===== src/rtl/core/osat_pkg.sv =====
// Shared types and constants for the occupancy summed-area table.
`timescale 1ns / 1ps
`default_nettype none
package osat_pkg;
    localparam int MAX_GRID_W = 128;
    localparam int MAX_GRID_H = 128;
    localparam int GRID_DEPTH = MAX_GRID_W * MAX_GRID_H;
    localparam int SUM_STRIDE = MAX_GRID_W + 1;
    localparam int SUM_DEPTH  = SUM_STRIDE * (MAX_GRID_H + 1);
    localparam int GA_W = $clog2(GRID_DEPTH);
    localparam int SA_W = $clog2(SUM_DEPTH);
    localparam int CW = $clog2(MAX_GRID_W + 1);
    localparam int RW = $clog2(MAX_GRID_H + 1);
    localparam int CNT_W = 15;
    localparam int PC_W = 14;
    localparam int QDEPTH = 4;
    localparam int QA_W = $clog2(QDEPTH);

    typedef enum logic [1:0] {
        CMD_CLEAR = 2'd0,
        CMD_WRITE = 2'd1,
        CMD_QUERY = 2'd2,
        CMD_NONE  = 2'd3
    } t_cmd;

    localparam logic [0:0] REG_WIDTH  = 1'b0;
    localparam logic [0:0] REG_HEIGHT = 1'b1;

    // Classified work handed from front to back.
    typedef enum logic [2:0] {
        OP_CLEAR   = 3'b001,
        OP_CELL    = 3'b010,
        OP_QUERY   = 3'b100
    } t_op;

    typedef struct packed {
        t_op          op;
        logic         cell_we;   // cell lands inside grid
        logic [CW-1:0] cell_c;
        logic [RW-1:0] cell_r;
        logic         bit_val;
        logic         rebuild;   // last cell of patch
        logic [CW-1:0] c0;       // origin col or query left
        logic [RW-1:0] r0;       // origin row or query top
        logic [CW-1:0] c1;       // query right (exclusive)
        logic [RW-1:0] r1;       // query bottom (exclusive)
        logic         ok;        // query in range
        logic [CW-1:0] gw;
        logic [RW-1:0] gh;
    } t_work;
endpackage
`default_nettype wire


===== src/rtl/core/osat_queue.sv =====
// Short FIFO of classified work between front and back.
`timescale 1ns / 1ps
`default_nettype none
module osat_queue (
    input  wire logic           i_clk,
    input  wire logic           i_rst_n,
    input  wire logic           i_push,
    input  wire osat_pkg::t_work i_work,
    input  wire logic           i_pop,
    output osat_pkg::t_work     o_work,
    output logic                o_empty,
    output logic                o_full
);
    import osat_pkg::*;

    t_work r_mem [QDEPTH];
    logic [QA_W-1:0] r_wp, r_rp;
    logic [QA_W:0]   r_cnt;

    assign o_work  = r_mem[r_rp];
    assign o_empty = (r_cnt == '0);
    assign o_full  = (r_cnt == (QA_W+1)'(QDEPTH));

    always_ff @(posedge i_clk) begin
        if (i_push) r_mem[r_wp] <= i_work;
    end

    // advance pointers
    always_ff @(posedge i_clk) begin
        if (!i_rst_n) begin
            r_wp <= '0; r_rp <= '0; r_cnt <= '0;
        end else begin
            if (i_push) r_wp <= r_wp + QA_W'(1);
            if (i_pop)  r_rp <= r_rp + QA_W'(1);
            r_cnt <= r_cnt + (QA_W+1)'(i_push) - (QA_W+1)'(i_pop);
        end
    end
endmodule
`default_nettype wire


===== config.mk =====
export PLATFORM = sky130hd
export DESIGN_NAME = osat_queue
export DESIGN_NICKNAME = d
export VERILOG_FILES = /design/src/rtl/core/osat_pkg.sv /design/src/rtl/core/osat_queue.sv
export SDC_FILE = /design/constraint.sdc
export NUM_CORES = 1
export LEC_CHECK = 0
export ABC_CLOCK_PERIOD_IN_PS = 2600
export BUFFER_PORTS_ARGS = -buffer_cell sky130_fd_sc_hd__buf_2
export CAP_MARGIN = 20
export CORE_MARGIN = 2
export CORE_UTILIZATION = 44
export DETAILED_ROUTE_END_ITERATION = 8
export PLACE_DENSITY = 0.66
export SYNTH_ARGS = -nofsm -noshare
export SYNTH_HDL_FRONTEND = slang
export SYNTH_SLANG_ARGS = --single-unit

===== constraint.sdc =====
create_clock -name i_clk -period 2.6 [get_ports i_clk]
set_input_delay 0.39 -clock i_clk [delete_from_list [all_inputs] [get_ports i_clk]]
set_output_delay 0.39 -clock i_clk [all_outputs]
set_load 0.01 [all_outputs]

==> results of run 1 <==
-- sequential cells by signal, summed over array words and instances, names as in the netlist, named ones only --
| register | cells |
|---|---|
| r_mem | 284 |
| r_cnt | 3 |
| r_rp | 2 |
| r_wp | 2 |
-- cell usage after synthesis --
| cell type | number |
|---|---|
| a21bo_2 | 1 |
| a21oi_1 | 1 |
| and2_1 | 6 |
| and3_1 | 1 |
| buf_1 | 1 |
| buf_12 | 7 |
| buf_2 | 7 |
| buf_6 | 1 |
| dfxtp_1 | 9 |
| edfxtp_1 | 284 |
| fa_1 | 1 |
| ha_1 | 6 |
| inv_1 | 7 |
| mux2i_1 | 1 |
| mux4_1 | 1 |
| mux4_2 | 70 |
| nand3b_1 | 1 |
| nor2_1 | 5 |
| nor3_1 | 1 |
| xnor2_1 | 2 |
| xor3_1 | 1 |
-- where the power goes --
part	internal (mW)	switching (mW)
clock network	2.63	1.67
logic	0.479	0.529
registers	5.43	0.0601
-- cells by family after synthesis --
| kind of cell | count (synthesis) | share of synthesized area (%) |
|---|---|---|
| AOI/OAI and AO/OA | 2 | 0.139 |
| xor gates and xnor gates | 3 | 0.384 |
| adders and majority gates | 7 | 0.883 |
| buffers and inverters | 23 | 2.01 |
| muxes | 72 | 15.0 |
| and+or+nand+nor | 14 | 0.698 |
| DFF | 293 | 80.9 |
-- layout make-up --
cell class | instances | area, um2
inverters | 7 | 26.3
well taps | 324 | 405
repair buffers | 158 | 901
multi-input cells | 98 | 1850
fillers | 1864 | 11300
flip-flops and latches | 293 | 8720
clock buffers | 30 | 729
clock inverters | 22 | 273
diodes | 4 | 10.0
-- worst max path at each step --
| stage | depth (start not counted) | end |
|---|---|---|
| floorplan | 3 | r_mem[2][0] |
| global placement | 3 | o_work[67] |
| detailed placement | 7 | r_cnt[2] |
| CTS | 3 | o_work[67] |
| global route | 3 | o_work[67] |
| finish | 3 | o_work[67] |
-- metal layers --
metal,up-vias,global-route usage [%],part of all wire (%)
li1,2104,-,-
met2,149,26.3,52
met1,2527,19.0,39
met3,33,3.49,6.4
met5,-,0,0
met4,0,4.34,2.2
-- through the flow --
step	power [mW]	std cells	hold slack [ns]	instance area [um2]
floorplan	6.21	414	0.489	10800
CTS	10.9	932	0.0429	12900
global route	11.2	934	0.0482	12900
finish	10.8	936	0.0744	12900
global placement	6.58	880	0.526	11900
detailed placement	6.62	880	0.538	11900
-- critical path: cells and delay by family, from the launching register on --
family	cells	cell delay, ns
muxes	1	0.62
buffers and inverters	2	0.50
DFF	1	0.37
==> flow_summary.ini, run 1 <==
[sta]
hold_viol = 0
finalWorstSetupSlack_ns = 0.140
finalSetupTns_ns = 0
finalSetupViolCount = 0
slew_violations = 0
fin_crit_ns = 2.46
fin_worst_skew_ns = 0.00680
fin_crit_sh_pct = 94.6
worst_pin_slew_ns = 0.537
rsz0062_at_grt = false
fmax_mhz = 406
relSlewSlack_pct = 64.2

[clocking]
ctsHoldBuffers = 0
numCtsBuffers = 29
clkLatencyLatePin_ns = 0.53
cts_tree = yes
htree_num_levels = 1
cts_sinks = 293
cts-root-buf = clkbuf_16
cts_buffer_depth = 3
clkTransAtPathRegs_ns = 0.06
cts_resized = 0
post-cts-setup-buffers = 0

[drt]
drt_iter0_markers = 337
wl_per_cell_um = 20.6
drc = 0
dr_total_vias = 4813
drtAntennaViolNets = 0
drt-total-wl_um = 19200
first_pass_iters = 6
vias_per_cell = 5.14

[worst_setup_path]
critPathKind = reg -> out
worst_path_largest_cell_delay_ns = 0.62
endpoint_kind = primary output
worstPathRequired_ns = 2.21
reg2reg_depth = 7
cp_max_fo = 50
cp_slowest_cell = mux4_1
crit_path_start_kind = register
r2r_end = r_cnt[2]
r2r_setup_slack_ns = 0.80
critPathArrivalTime_ns = 2.07
r2r-start = r_cnt[0]
cp_cell_sequence = buf_16 > mux4_1 > buf_2

[synth]
ys_seq_area_share_pct = 80.9
syn_area_per_cell_um2 = 26.0
syn_area_mm2 = 0.0108
synth_seq_cells = 293
synth_top_cells_by_area = edfxtp_1 (79%), mux4_2 (15%), dfxtp_1 (1.7%), buf_12 (1.3%), ha_1 (0.70%)
syn-num-nets = 496
yosys.area.top_type = edfxtp_1
yosysTopAreaCellShare_pct = 79.2
synth_warnings = 0
syn_inst = 414
synth_cell_type_count = 21

[worst_hold_path]
hold_end = r_mem[0][16]
holdCritPathClass = in -> reg
holdCritStartpoint = i_work[16]
min_path_cells = 1

[finish]
final_nets = 669
layout-drive-gt1-share_pct = 46.4
final_common_cell = edfxtp_1
most-common-layout-cells = edfxtp_1 (284), buf_2 (147), mux4_2 (70)
area_delta_synth_final_pct = 19.9
fin_util_pct = 53.4

[flow_run]
drv_cap = 0

[placement]
hpwl_um = 11500
port_buffers = 147
gp_congestion = 0.727
pre_cts_ws_ns = 0.610

[floorplanning]
die_height_um = 160
core_region_area_mm2 = 0.0242
rows = 57
num_io_pins = 148
start_util_pct = 44.5
die_width_um = 160
die_area_mm2 = 0.0257

[grt]
grt_pass1_wl_um = 29800
antenna_found_initial = 4
first_global_vias = 5270
grt.overflow.total = 0
grt_max_degree = 58
grt_usage_pct = 15.1

[status]
status = finished clean

[power]
p_leak_nw = 4.36
vdd_drop_max_mv = 0.514
power.density_mw_per_mm2 = 836
Power figures use the tool's default switching activity.
==> inputs of run 2 (changes only) <==
--- a/config.mk
+++ b/config.mk
@@ -8,10 +8,12 @@
 export ABC_CLOCK_PERIOD_IN_PS = 2600
 export BUFFER_PORTS_ARGS = -buffer_cell sky130_fd_sc_hd__buf_2
 export CAP_MARGIN = 20
+export CELL_PAD_IN_SITES_DETAIL_PLACEMENT = 1
+export CELL_PAD_IN_SITES_GLOBAL_PLACEMENT = 2
 export CORE_MARGIN = 2
-export CORE_UTILIZATION = 44
+export CORE_UTILIZATION = 41
 export DETAILED_ROUTE_END_ITERATION = 8
-export PLACE_DENSITY = 0.66
+export PLACE_DENSITY_LB_ADDON = 0.1
 export SYNTH_ARGS = -nofsm -noshare
 export SYNTH_HDL_FRONTEND = slang
 export SYNTH_SLANG_ARGS = --single-unit
==> run 2 against run 1 <==
  * Sequential share of layout area is 0.94 points lower
  * Via count is 1.3% higher
  * Cell count is 2.7% higher
  * Critical path type unchanged
  * Largest cell class unchanged
==> flow_summary.ini, run 2 (synthesis results as in run 1) <==
[status]
status = finished clean

[placement]
pre_cts_ws_ns = 0.579
gp_congestion = 0.682
hpwl_um = 13100
port_buffers = 147

[grt]
antenna_found_initial = 2
grt.overflow.total = 0
grt_pass1_wl_um = 33300
first_global_vias = 5565
grt_usage_pct = 15.8
grt_max_degree = 31

[floorplanning]
core_region_area_mm2 = 0.0259
start_util_pct = 41.5
rows = 59
die_height_um = 166
num_io_pins = 148
die_width_um = 166
die_area_mm2 = 0.0276

[worst_setup_path]
reg2reg_depth = 7
worst_path_largest_cell_delay_ns = 0.67
cp_max_fo = 30
critPathKind = reg -> out
cp_slowest_cell = dfxtp_4
cp_cell_sequence = buf_12 > mux4_2 > buf_2
critPathArrivalTime_ns = 2.05
endpoint_kind = primary output
worstPathRequired_ns = 2.21
crit_path_start_kind = register

[drt]
drt-total-wl_um = 21200
drtAntennaViolNets = 0
drt_iter0_markers = 259
wl_per_cell_um = 22.0
first_pass_iters = 4
drc = 0
dr_total_vias = 4876
vias_per_cell = 5.07

[clocking]
cts_buffer_depth = 3
numCtsBuffers = 31
clkLatencyLatePin_ns = 0.54
cts_sinks = 293
clkTransAtPathRegs_ns = 0.06
cts_resized = 0
cts-root-buf = clkbuf_16
cts_tree = yes
htree_num_levels = 1

[sta]
fin_crit_sh_pct = 93.8
fmax_mhz = 410
relSlewSlack_pct = 66.8
rsz0062_at_grt = false
fin_worst_skew_ns = 0.00537
whs_ns = 0.0586
finalSetupViolCount = 0
worst_pin_slew_ns = 0.497
hold_viol = 0
fin_crit_ns = 2.44
slew_violations = 0
finalWorstSetupSlack_ns = 0.160
finalSetupTns_ns = 0

[power]
power.density_mw_per_mm2 = 843
p_leak_nw = 4.46
vdd_drop_max_mv = 0.580
fin_total_pwr_mw = 11.0

[finish]
fin_util_pct = 50.5
area_delta_synth_final_pct = 21.6
multi_input_area_mm2 = 0.00185
fill_cells = 2312
regArea_mm2 = 0.00872
final_common_cell = edfxtp_1
layout-drive-gt1-share_pct = 46.8
regMostFlops = r_mem
most-common-layout-cells = edfxtp_1 (284), buf_2 (147), mux4_2 (70)
final_nets = 682
largest_reg_flops = 284
largestRegisters = r_mem (284), r_cnt (3)

[flow_run]
drv_cap = 0

[worst_hold_path]
min_path_cells = 1
holdCritPathClass = in -> reg
run 2: cell types whose count changed in the layout (fill, tap and decap cells not counted), moves of 2 or more:
cell        delta
clkinvlp_4     -2
buf_4          +7
clkbuf_16      +2
clkbuf_1       +6
buf_12         +5
diode_2        -2
run 2: worst max-delay path, delay by kind of cell (launching register included):
family	cells	cell delay (ns)
buffers and inverters	2	0.44
DFF	1	0.67
muxes	1	0.36
run 2: path summary, 6_finish.rpt:
path                       end        from  slack (ns)
hold reg to reg        r_wp[1]     r_wp[1]        0.58
hold / removal    r_mem[2][31]  i_work[31]        0.06
setup / recovery    o_work[18]    register        0.16
setup reg to reg      r_cnt[2]    r_cnt[0]        0.74
run 2: power by group:
part | switching [mW] | internal [mW] | leakage, nW | total, mW
sequential | 0.0809 | 5.43 | 2.68 | 5.51
combinational | 0.530 | 0.507 | 1.26 | 1.04
clock | 1.72 | 2.78 | 0.509 | 4.50
run 2: layout make-up:
type,instances,share of cell area (%)
sequential,293,66.6
tap,335,3.20
multi-input combinational,98,14.1
clock inverter,19,1.90
clock buffer,38,6.13
inverter,7,0.201
antenna,2,0.0382
timing repair buffer,169,7.84
run 2: metrics by stage:
stage	area [um2]	std cells
floorplan	10800	414
global placement	12000	898
detailed placement	12000	898
CTS	13100	959
global route	13100	959
finish	13100	961
run 2: layer usage:
| layer | wire length, um | GRT usage, % |
|---|---|---|
| met1 | 8790 | 20.3 |
| met2 | 10800 | 27.4 |
| met3 | 1000 | 3.43 |
| met4 | 553 | 4.46 |
| met5 | 0 | 0 |
run 2: what timing repair did:
item / 4_1_cts / 5_1_grt
hold buffers: 0 / 0
buffers inserted: 4 / 0
endpoints found under the setup margin: 1 / 0
