**config.mk**
```make
export PLATFORM = sky130hd
export DESIGN_NAME = osat_front
export DESIGN_NICKNAME = d
export VERILOG_FILES = /design/src/rtl/core/osat_pkg.sv /design/src/rtl/core/osat_front.sv
export SDC_FILE = /design/constraint.sdc
export NUM_CORES = 1
export LEC_CHECK = 0
export ABC_AREA = 1
export BUFFER_PORTS_ARGS = -buffer_cell sky130_fd_sc_hd__buf_2
export CORE_UTILIZATION = 40
export CTS_CLUSTER_DIAMETER = 120
export DETAILED_ROUTE_END_ITERATION = 10
export PLACE_DENSITY_LB_ADDON = 0.12
export SLEW_MARGIN = 15
export SYNTH_ARGS = -nofsm -noshare
export SYNTH_HDL_FRONTEND = slang
export SYNTH_SLANG_ARGS = --single-unit
```
**constraint.sdc**
```tcl
create_clock -name i_clk -period 7.5 [get_ports i_clk]
set_input_delay 0 -clock i_clk [delete_from_list [all_inputs] [get_ports i_clk]]
set_output_delay 0 -clock i_clk [all_outputs]
set_load 0.02 [all_outputs]
```
**src/rtl/core/osat_pkg.sv**
```systemverilog
// Shared types and constants for the occupancy summed-area table.
`timescale 1ns / 1ps
`default_nettype none
package osat_pkg;
    localparam int MAX_GRID_W = 128;
    localparam int MAX_GRID_H = 128;
    localparam int GRID_DEPTH = MAX_GRID_W * MAX_GRID_H;
    localparam int SUM_STRIDE = MAX_GRID_W + 1;
    localparam int SUM_DEPTH  = SUM_STRIDE * (MAX_GRID_H + 1);
    localparam int GA_W = $clog2(GRID_DEPTH);
    localparam int SA_W = $clog2(SUM_DEPTH);
    localparam int CW = $clog2(MAX_GRID_W + 1);
    localparam int RW = $clog2(MAX_GRID_H + 1);
    localparam int CNT_W = 15;
    localparam int PC_W = 14;
    localparam int QDEPTH = 4;
    localparam int QA_W = $clog2(QDEPTH);

    typedef enum logic [1:0] {
        CMD_CLEAR = 2'd0,
        CMD_WRITE = 2'd1,
        CMD_QUERY = 2'd2,
        CMD_NONE  = 2'd3
    } t_cmd;

    localparam logic [0:0] REG_WIDTH  = 1'b0;
    localparam logic [0:0] REG_HEIGHT = 1'b1;

    // Classified work handed from front to back.
    typedef enum logic [2:0] {
        OP_CLEAR   = 3'b001,
        OP_CELL    = 3'b010,
        OP_QUERY   = 3'b100
    } t_op;

    typedef struct packed {
        t_op          op;
        logic         cell_we;   // cell lands inside grid
        logic [CW-1:0] cell_c;
        logic [RW-1:0] cell_r;
        logic         bit_val;
        logic         rebuild;   // last cell of patch
        logic [CW-1:0] c0;       // origin col or query left
        logic [RW-1:0] r0;       // origin row or query top
        logic [CW-1:0] c1;       // query right (exclusive)
        logic [RW-1:0] r1;       // query bottom (exclusive)
        logic         ok;        // query in range
        logic [CW-1:0] gw;
        logic [RW-1:0] gh;
    } t_work;
endpackage
`default_nettype wire

```
**src/rtl/core/osat_front.sv**
```systemverilog
// Front end: classifies requests, tracks patch position, checks query range.
`timescale 1ns / 1ps
`default_nettype none
module osat_front (
    input  wire logic              i_clk,
    input  wire logic              i_rst_n,
    input  wire logic              i_take,
    input  wire logic [1:0]        i_cmd,
    input  wire logic [6:0]        i_col,
    input  wire logic [6:0]        i_row,
    input  wire logic [7:0]        i_rect_w,
    input  wire logic [7:0]        i_rect_h,
    input  wire logic              i_occupied,
    input  wire logic [7:0]        i_grid_width,
    input  wire logic [7:0]        i_grid_height,
    output osat_pkg::t_work        o_work,
    output logic                   o_push,
    output logic                   o_busy
);
    import osat_pkg::*;

    logic [PC_W-1:0] r_k, n_k;
    // patch position of r_k for patch width r_kw, advanced incrementally
    logic [7:0]      r_co, n_co;
    logic [PC_W-1:0] r_ro, n_ro;
    logic [7:0]      r_kw, n_kw;
    // request held while its position is found by division
    logic            r_div, n_div, r_fin, n_fin;
    logic [1:0]      r_lcmd;
    logic [6:0]      r_lcol, r_lrow;
    logic [7:0]      r_lrw, r_lrh;
    logic            r_locc;
    logic [PC_W-1:0] r_dvd, n_dvd, r_quo, n_quo;
    logic [7:0]      r_rem, n_rem;
    logic [3:0]      r_dcnt, n_dcnt;
    logic [8:0]      dtry;
    logic            use_l, fast_ok, hold, act;
    logic [1:0]      a_cmd;
    logic [6:0]      a_col, a_row;
    logic [7:0]      a_rw, a_rh;
    logic            a_occ;
    logic [8:0]      gw9, gh9, pw, ph, c_abs, qx2, qy2;
    logic [PC_W:0]   r_abs;
    logic [17:0]     area;
    logic            last;
    t_work           w;

    always_comb begin
        // take the held request while dividing or finishing, else the ports
        use_l = r_div || r_fin;
        a_cmd = use_l ? r_lcmd : i_cmd;
        a_col = use_l ? r_lcol : i_col;
        a_row = use_l ? r_lrow : i_row;
        a_rw  = use_l ? r_lrw  : i_rect_w;
        a_rh  = use_l ? r_lrh  : i_rect_h;
        a_occ = use_l ? r_locc : i_occupied;

        gw9 = (i_grid_width == 8'd0) ? 9'd1 :
              ({1'b0, i_grid_width} > 9'(MAX_GRID_W)) ? 9'(MAX_GRID_W) : {1'b0, i_grid_width};
        gh9 = (i_grid_height == 8'd0) ? 9'd1 :
              ({1'b0, i_grid_height} > 9'(MAX_GRID_H)) ? 9'(MAX_GRID_H) : {1'b0, i_grid_height};
        pw = (a_rw == 8'd0) ? 9'd1 : ({1'b0, a_rw} > 9'd128) ? 9'd128 : {1'b0, a_rw};
        ph = (a_rh == 8'd0) ? 9'd1 : ({1'b0, a_rh} > 9'd128) ? 9'd128 : {1'b0, a_rh};
        c_abs = {2'b0, a_col} + {1'b0, r_co};
        r_abs = {8'b0, a_row} + {1'b0, r_ro};
        qx2 = {2'b0, a_col} + {1'b0, a_rw};
        qy2 = {2'b0, a_row} + {1'b0, a_rh};
        area = pw * ph;
        last = ({4'b0, r_k} + 18'd1) >= area;
        w = '0;
        w.gw = CW'(gw9);
        w.gh = RW'(gh9);
        w.c0 = CW'(a_col);
        w.r0 = RW'(a_row);
        w.c1 = CW'(qx2);
        w.r1 = RW'(qy2);
        w.cell_c = CW'(c_abs);
        w.cell_r = RW'(r_abs);
        w.bit_val = a_occ;
        w.cell_we = (r_ro < PC_W'(ph)) && (r_abs < (PC_W+1)'(gh9)) && (c_abs < gw9);
        w.rebuild = last;
        w.ok = (a_rw != 8'd0) && (a_rh != 8'd0) && (qx2 <= gw9) && (qy2 <= gh9);
        unique case (t_cmd'(a_cmd))
            CMD_CLEAR: w.op = OP_CLEAR;
            CMD_WRITE: w.op = OP_CELL;
            default:   w.op = OP_QUERY;
        endcase
        o_work = w;

        // stored position fits this width, or the counter is at zero
        fast_ok = (r_k == '0) || ({1'b0, r_kw} == pw);
        hold    = i_take && (i_cmd == CMD_WRITE) && !fast_ok;
        act     = r_fin || (i_take && !hold);
        o_push  = act && (a_cmd != CMD_NONE);
        o_busy  = use_l;

        n_k = r_k; n_co = r_co; n_ro = r_ro; n_kw = r_kw;
        n_div = r_div; n_fin = 1'b0;
        n_dvd = r_dvd; n_quo = r_quo; n_rem = r_rem; n_dcnt = r_dcnt;
        dtry = {r_rem, r_dvd[PC_W-1]};

        // start a restoring division of the counter by the patch width
        if (hold) begin
            n_div = 1'b1; n_dvd = r_k; n_quo = '0; n_rem = '0; n_dcnt = '0;
        end
        // one quotient bit per cycle
        if (r_div) begin
            if (dtry >= pw) begin
                n_rem = 8'(dtry - pw);
                n_quo = {r_quo[PC_W-2:0], 1'b1};
            end else begin
                n_rem = dtry[7:0];
                n_quo = {r_quo[PC_W-2:0], 1'b0};
            end
            n_dvd  = {r_dvd[PC_W-2:0], 1'b0};
            n_dcnt = r_dcnt + 4'd1;
            if (r_dcnt == 4'(PC_W - 1)) begin
                n_div = 1'b0; n_fin = 1'b1;
                n_co = n_rem; n_ro = n_quo; n_kw = pw[7:0];
            end
        end

        // advance patch counter
        if (act && a_cmd == CMD_CLEAR) begin
            n_k = '0; n_co = '0; n_ro = '0;
        end else if (act && a_cmd == CMD_WRITE) begin
            if (last) begin
                n_k = '0; n_co = '0; n_ro = '0;
            end else begin
                n_k = r_k + PC_W'(1);
                n_kw = pw[7:0];
                if ({1'b0, r_co} + 9'd1 >= pw) begin
                    n_co = '0;
                    n_ro = r_ro + PC_W'(1);
                end else begin
                    n_co = r_co + 8'd1;
                end
            end
        end
    end

    always_ff @(posedge i_clk) begin
        if (!i_rst_n) begin
            r_k <= '0; r_co <= '0; r_ro <= '0; r_kw <= '0;
            r_div <= 1'b0; r_fin <= 1'b0;
            r_dvd <= '0; r_quo <= '0; r_rem <= '0; r_dcnt <= '0;
        end else begin
            r_k <= n_k; r_co <= n_co; r_ro <= n_ro; r_kw <= n_kw;
            r_div <= n_div; r_fin <= n_fin;
            r_dvd <= n_dvd; r_quo <= n_quo; r_rem <= n_rem; r_dcnt <= n_dcnt;
        end
        // hold the request that waits for its division
        if (hold) begin
            r_lcmd <= i_cmd; r_lcol <= i_col; r_lrow <= i_row;
            r_lrw <= i_rect_w; r_lrh <= i_rect_h; r_locc <= i_occupied;
        end
    end
endmodule
`default_nettype wire

```
==> load_flow_metrics.sql <==
INSERT INTO impl_metrics (metric_group, metric, value, unit) VALUES
('run_status', 'run_status', 'finished, final reports clean', ''),
('routing', 'routed-via-count', '11600', ''),
('routing', 'drc', '0', ''),
('power_and_ir_drop', 'standby_leakage_power', '6.93', 'nW'),
('logic_synthesis', 'syn-cell-area', '0.0119', 'mm²'),
('worst_setup_path', 'setup.reg_to_reg.worst_slack', '0.53', 'ns'),
('worst_setup_path', 'crit_slowest_cell', 'sky130_fd_sc_hd__fa_1', ''),
('timing', 'rsz0062_at_grt', 'no', ''),
('global_route', 'first_global_vias', '11000', ''),
('logic_synthesis', 'ys_top_cells_by_area', 'sky130_fd_sc_hd__nand2_1 15%, sky130_fd_sc_hd__ha_1 15%, sky130_fd_sc_hd__dfxtp_1 14%', ''),
('timing', 'slew_violations', '0', ''),
('logic_synthesis', 'synth.distinct_cells', '43', ''),
('cts', 'cts.reportedPaths.clkPinSlew', '0.06', 'ns'),
('cts', 'worstSkewPairLatency', '0.43', 'ns'),
('worst_setup_path', 'startpoint', 'r_fin', ''),
('layout', 'fillerInstances', '3007', ''),
('routing', 'detail-route-antenna-nets', '0', ''),
('layout', 'antenna_cells_inserted', '0', ''),
('global_route', 'globalRoute.totalOverflow', '0', ''),
('power_and_ir_drop', 'p_sw', '1.06', 'mW'),
('layout', 'area.growth.synth_to_final', '17.8', '%'),
('logic_synthesis', 'synth_cells', '1746', ''),
('die', 'die_y', '174', 'µm'),
('worst_setup_path', 'crit_end', 'o_work[49]', ''),
('power_and_ir_drop', 'share_comb_of_total_power', '41.4', '%'),
('cts', 'number_of_cts_inserted_buffers', '17', ''),
('logic_synthesis', 'netlist.top_cell.by_area', 'sky130_fd_sc_hd__nand2_1', ''),
('timing', 'max-slew-margin-rel', '40.6', '%'),
('power_and_ir_drop', 'p_seq_share', '26.2', '%'),
('cts', 'clock-sinks', '118', ''),
('power_and_ir_drop', 'max-vdd-ir-drop', '0.000164', 'V'),
('logic_synthesis', 'yosys_most_used_dff', 'sky130_fd_sc_hd__dfxtp_1', ''),
('timing', 'worst_pin_slew', '0.887', 'ns'),
('global_route', 'grt_max_degree', '54', ''),
('power_and_ir_drop', 'swShare', '40.4', '%'),
('logic_synthesis', 'total_number_of_yosys_warnings', '0', ''),
('routing', 'postRouteWirelength', '35.7', 'mm'),
('worst_setup_path', 'critical_path.reg2reg.startpoint', 'r_fin', ''),
('layout', 'sequential_cell_area', '0.00270', 'mm²'),
('flow_run', 'cap_violations', '0', ''),
('die', 'die_area', '0.0303', 'mm²'),
('timing', 'highest_clock_rate', '142', 'MHz'),
('logic_synthesis', 'ff_latch_count_synth', '118', ''),
('timing', 'finalCriticalPeriod', '7.05', 'ns'),
('timing', 'post-route-period-util', '94.1', '%'),
('die', 'initial_core_util', '41.0', '%'),
('layout', 'post_layout_nonfiller_instances', '2287', ''),
('layout', 'multi_input_comb_area', '0.00790', 'mm²'),
('cts', 'clock_tree.htree_level_count', '4', ''),
('global_route', 'grt_util_all_layers', '23.8', '%'),
('cts', 'clk_path_buf_depth', '2', ''),
('worst_setup_path', 'critical_path_arrival', '7.05', 'ns'),
('global_route', 'grt_first_pass_wirelength', '57.2', 'mm'),
('cts', 'tritoncts', 'built', ''),
('timing', 'worst_clock_skew', '0.00960', 'ns'),
('timing', 'timing.final.hold_violations', '0', ''),
('layout', 'drive_gt1_share', '12.3', '%'),
('logic_synthesis', 'async_reset_ff_share', '0', '%'),
('timing', 'timing.final.setup_violations', '0', ''),
('power_and_ir_drop', 'total_power', '2.63', 'mW'),
('worst_setup_path', 'worstPathRequired', '7.50', 'ns'),
('placement', 'dp_hpwl', '26.5', 'mm'),
('power_and_ir_drop', 'clkPwrFrac', '32.4', '%'),
('routing', 'drt-wirelength-per-cell', '15.6', 'µm'),
('die', 'boundaryPins', '125', ''),
('logic_synthesis', 'post_synth_edffs', '33', ''),
('global_route', 'number_of_antenna_violations_at_the_first_check_in_global_routing', '0', ''),
('logic_synthesis', 'ys_seq_area_share', '22.7', '%'),
('die', 'die_x', '174', 'µm'),
('routing', 'first_pass_iteration_count_of_the_detailed_router', '5', ''),
('worst_setup_path', 'worstSetupPathType', 'flip-flop to output port', '');
-- layout by cell type, fill, tap and decap left out, types with 3 or more instances in the layout --
cell,Yosys,layout
sky130_fd_sc_hd__a211oi_1,6,6
sky130_fd_sc_hd__a21o_1,3,3
sky130_fd_sc_hd__a21oi_1,127,126
sky130_fd_sc_hd__buf_2,8,121
sky130_fd_sc_hd__buf_4,13,28
sky130_fd_sc_hd__clkbuf_16,0,20
sky130_fd_sc_hd__clkinv_2,0,3
sky130_fd_sc_hd__dfxtp_1,85,83
sky130_fd_sc_hd__dlygate4sd3_1,0,34
sky130_fd_sc_hd__edfxtp_1,33,33
sky130_fd_sc_hd__fa_1,41,41
sky130_fd_sc_hd__ha_1,138,138
sky130_fd_sc_hd__inv_1,259,254
sky130_fd_sc_hd__inv_2,6,12
sky130_fd_sc_hd__inv_6,0,4
sky130_fd_sc_hd__nand2_1,472,468
sky130_fd_sc_hd__nand2_2,6,7
sky130_fd_sc_hd__nand2_4,5,7
sky130_fd_sc_hd__nand3_1,95,94
sky130_fd_sc_hd__nand3b_1,4,4
sky130_fd_sc_hd__nand4_1,39,39
sky130_fd_sc_hd__nor2_1,158,155
sky130_fd_sc_hd__nor2_2,2,3
sky130_fd_sc_hd__nor3_1,18,17
sky130_fd_sc_hd__nor4_1,7,7
sky130_fd_sc_hd__o211ai_1,3,3
sky130_fd_sc_hd__o21ai_0,70,66
sky130_fd_sc_hd__o21ai_1,3,6
sky130_fd_sc_hd__o21bai_1,7,7
sky130_fd_sc_hd__or2_2,3,3
sky130_fd_sc_hd__xnor2_1,14,14
sky130_fd_sc_hd__xor2_1,58,58
-- layout make-up --
type / count / share of cell area [%]
multi-input combinational: 1294 / 56.6
sequential: 118 / 19.3
inverter: 269 / 7.26
tap: 384 / 3.44
clock buffer: 20 / 3.51
timing repair buffer: 190 / 9.07
clock inverter: 12 / 0.798
-- state kept, by name, summed over array words and instances, names as in the netlist, 2 cells and up --
register and flops:
r_dvd 14, r_k 14, r_ro 14, r_quo 13
r_co 8, r_kw 8, r_lrh 8, r_lrw 8
r_rem 8, r_lcol 7, r_lrow 7, r_dcnt 4
r_lcmd 2
-- worst min path at each step --
stage / from / endpoint / slack, ns / cells past startpoint
3_5_place_dp: i_col[1] / r_lcol[1] / 0.19 / 1
4_1_cts: i_take / r_dvd[0] / 0.18 / 6
6_report: i_take / r_dvd[0] / 0.19 / 6
5_1_grt: i_take / r_dvd[0] / 0.24 / 6
2_1_floorplan: i_grid_width[7] / o_work[14] / 0.09 / 1
3_3_place_gp: i_col[1] / r_lcol[1] / 0.19 / 1
-- metal layers --
metal,GRT usage (%),wire [µm]
met1,34.1,18000
met2,37.4,15500
met3,3.24,1620
met4,6.03,568
met5,0,0
-- worst max-delay path, delay by kind of cell, from the launching register on --
family,cells,cell delay [ns]
buffers and inverters,11,1.23
and+or+nand+nor,14,1.62
DFF,1,0.35
adders and majority gates,6,2.66
xor gates and xnor gates,1,0.15
AOI/OAI and AO/OA,5,0.60
-- power by group through the flow --
stage | logic [mW] | clock network (mW) | registers, mW
after global routing | 1.23 | 0.894 | 0.691
final | 1.09 | 0.852 | 0.689
after floorplan | 0.749 | 0 | 0.696
after CTS | 1.06 | 0.867 | 0.689
after detailed placement | 1.04 | 0 | 0.703
after global placement | 1.03 | 0 | 0.703
-- cells by family after synthesis --
| family | after synthesis | synth area share (%) |
|---|---|---|
| other cells | 1 | 0.0316 |
| flops | 118 | 22.7 |
| fa+ha+maj | 179 | 21.5 |
| simple gates | 812 | 28.7 |
| buf+inv | 335 | 11.3 |
| compound gates | 229 | 10.4 |
| xor+xnor | 72 | 5.32 |
-- cells in the mapped netlist, types with 5 or more instances --
cell / instances
sky130_fd_sc_hd__ha_1: 138
sky130_fd_sc_hd__nand2_2: 6
sky130_fd_sc_hd__buf_2: 8
sky130_fd_sc_hd__nand2_1: 472
sky130_fd_sc_hd__buf_4: 13
sky130_fd_sc_hd__edfxtp_1: 33
sky130_fd_sc_hd__dfxtp_1: 85
sky130_fd_sc_hd__nor4_1: 7
sky130_fd_sc_hd__nand4_1: 39
sky130_fd_sc_hd__o21ai_0: 70
sky130_fd_sc_hd__inv_2: 6
sky130_fd_sc_hd__fa_1: 41
sky130_fd_sc_hd__inv_1: 259
sky130_fd_sc_hd__xor2_1: 58
sky130_fd_sc_hd__o21bai_1: 7
sky130_fd_sc_hd__clkbuf_1: 41
sky130_fd_sc_hd__a21oi_1: 127
sky130_fd_sc_hd__nor2_1: 158
sky130_fd_sc_hd__a211oi_1: 6
sky130_fd_sc_hd__nand3_1: 95
sky130_fd_sc_hd__xnor2_1: 14
sky130_fd_sc_hd__nor3_1: 18
sky130_fd_sc_hd__nand2_4: 5
-- timing repair --
item	in CTS	in global routing
hold buffers	34	0
buffers inserted	0	13
resized for setup	0	33
hold endpoints to repair	47	0
setup endpoints to repair	0	45
-- metrics by stage --
step | setup WS [ns] | cell area (µm²) | utilization, % | hold slack, ns
final | 0.446 | 14000 | 48.2 | 0.185
after global routing | 0.00384 | 14000 | 48.2 | 0.236
after CTS | 0.104 | 13700 | 47.5 | 0.176
after detailed placement | 0.284 | 12800 | 44.2 | 0.193
after global placement | 0.362 | 12800 | 44.2 | 0.192
after floorplan | 0.854 | 11900 | - | 0.0869
Power figures use the tool's default switching activity.
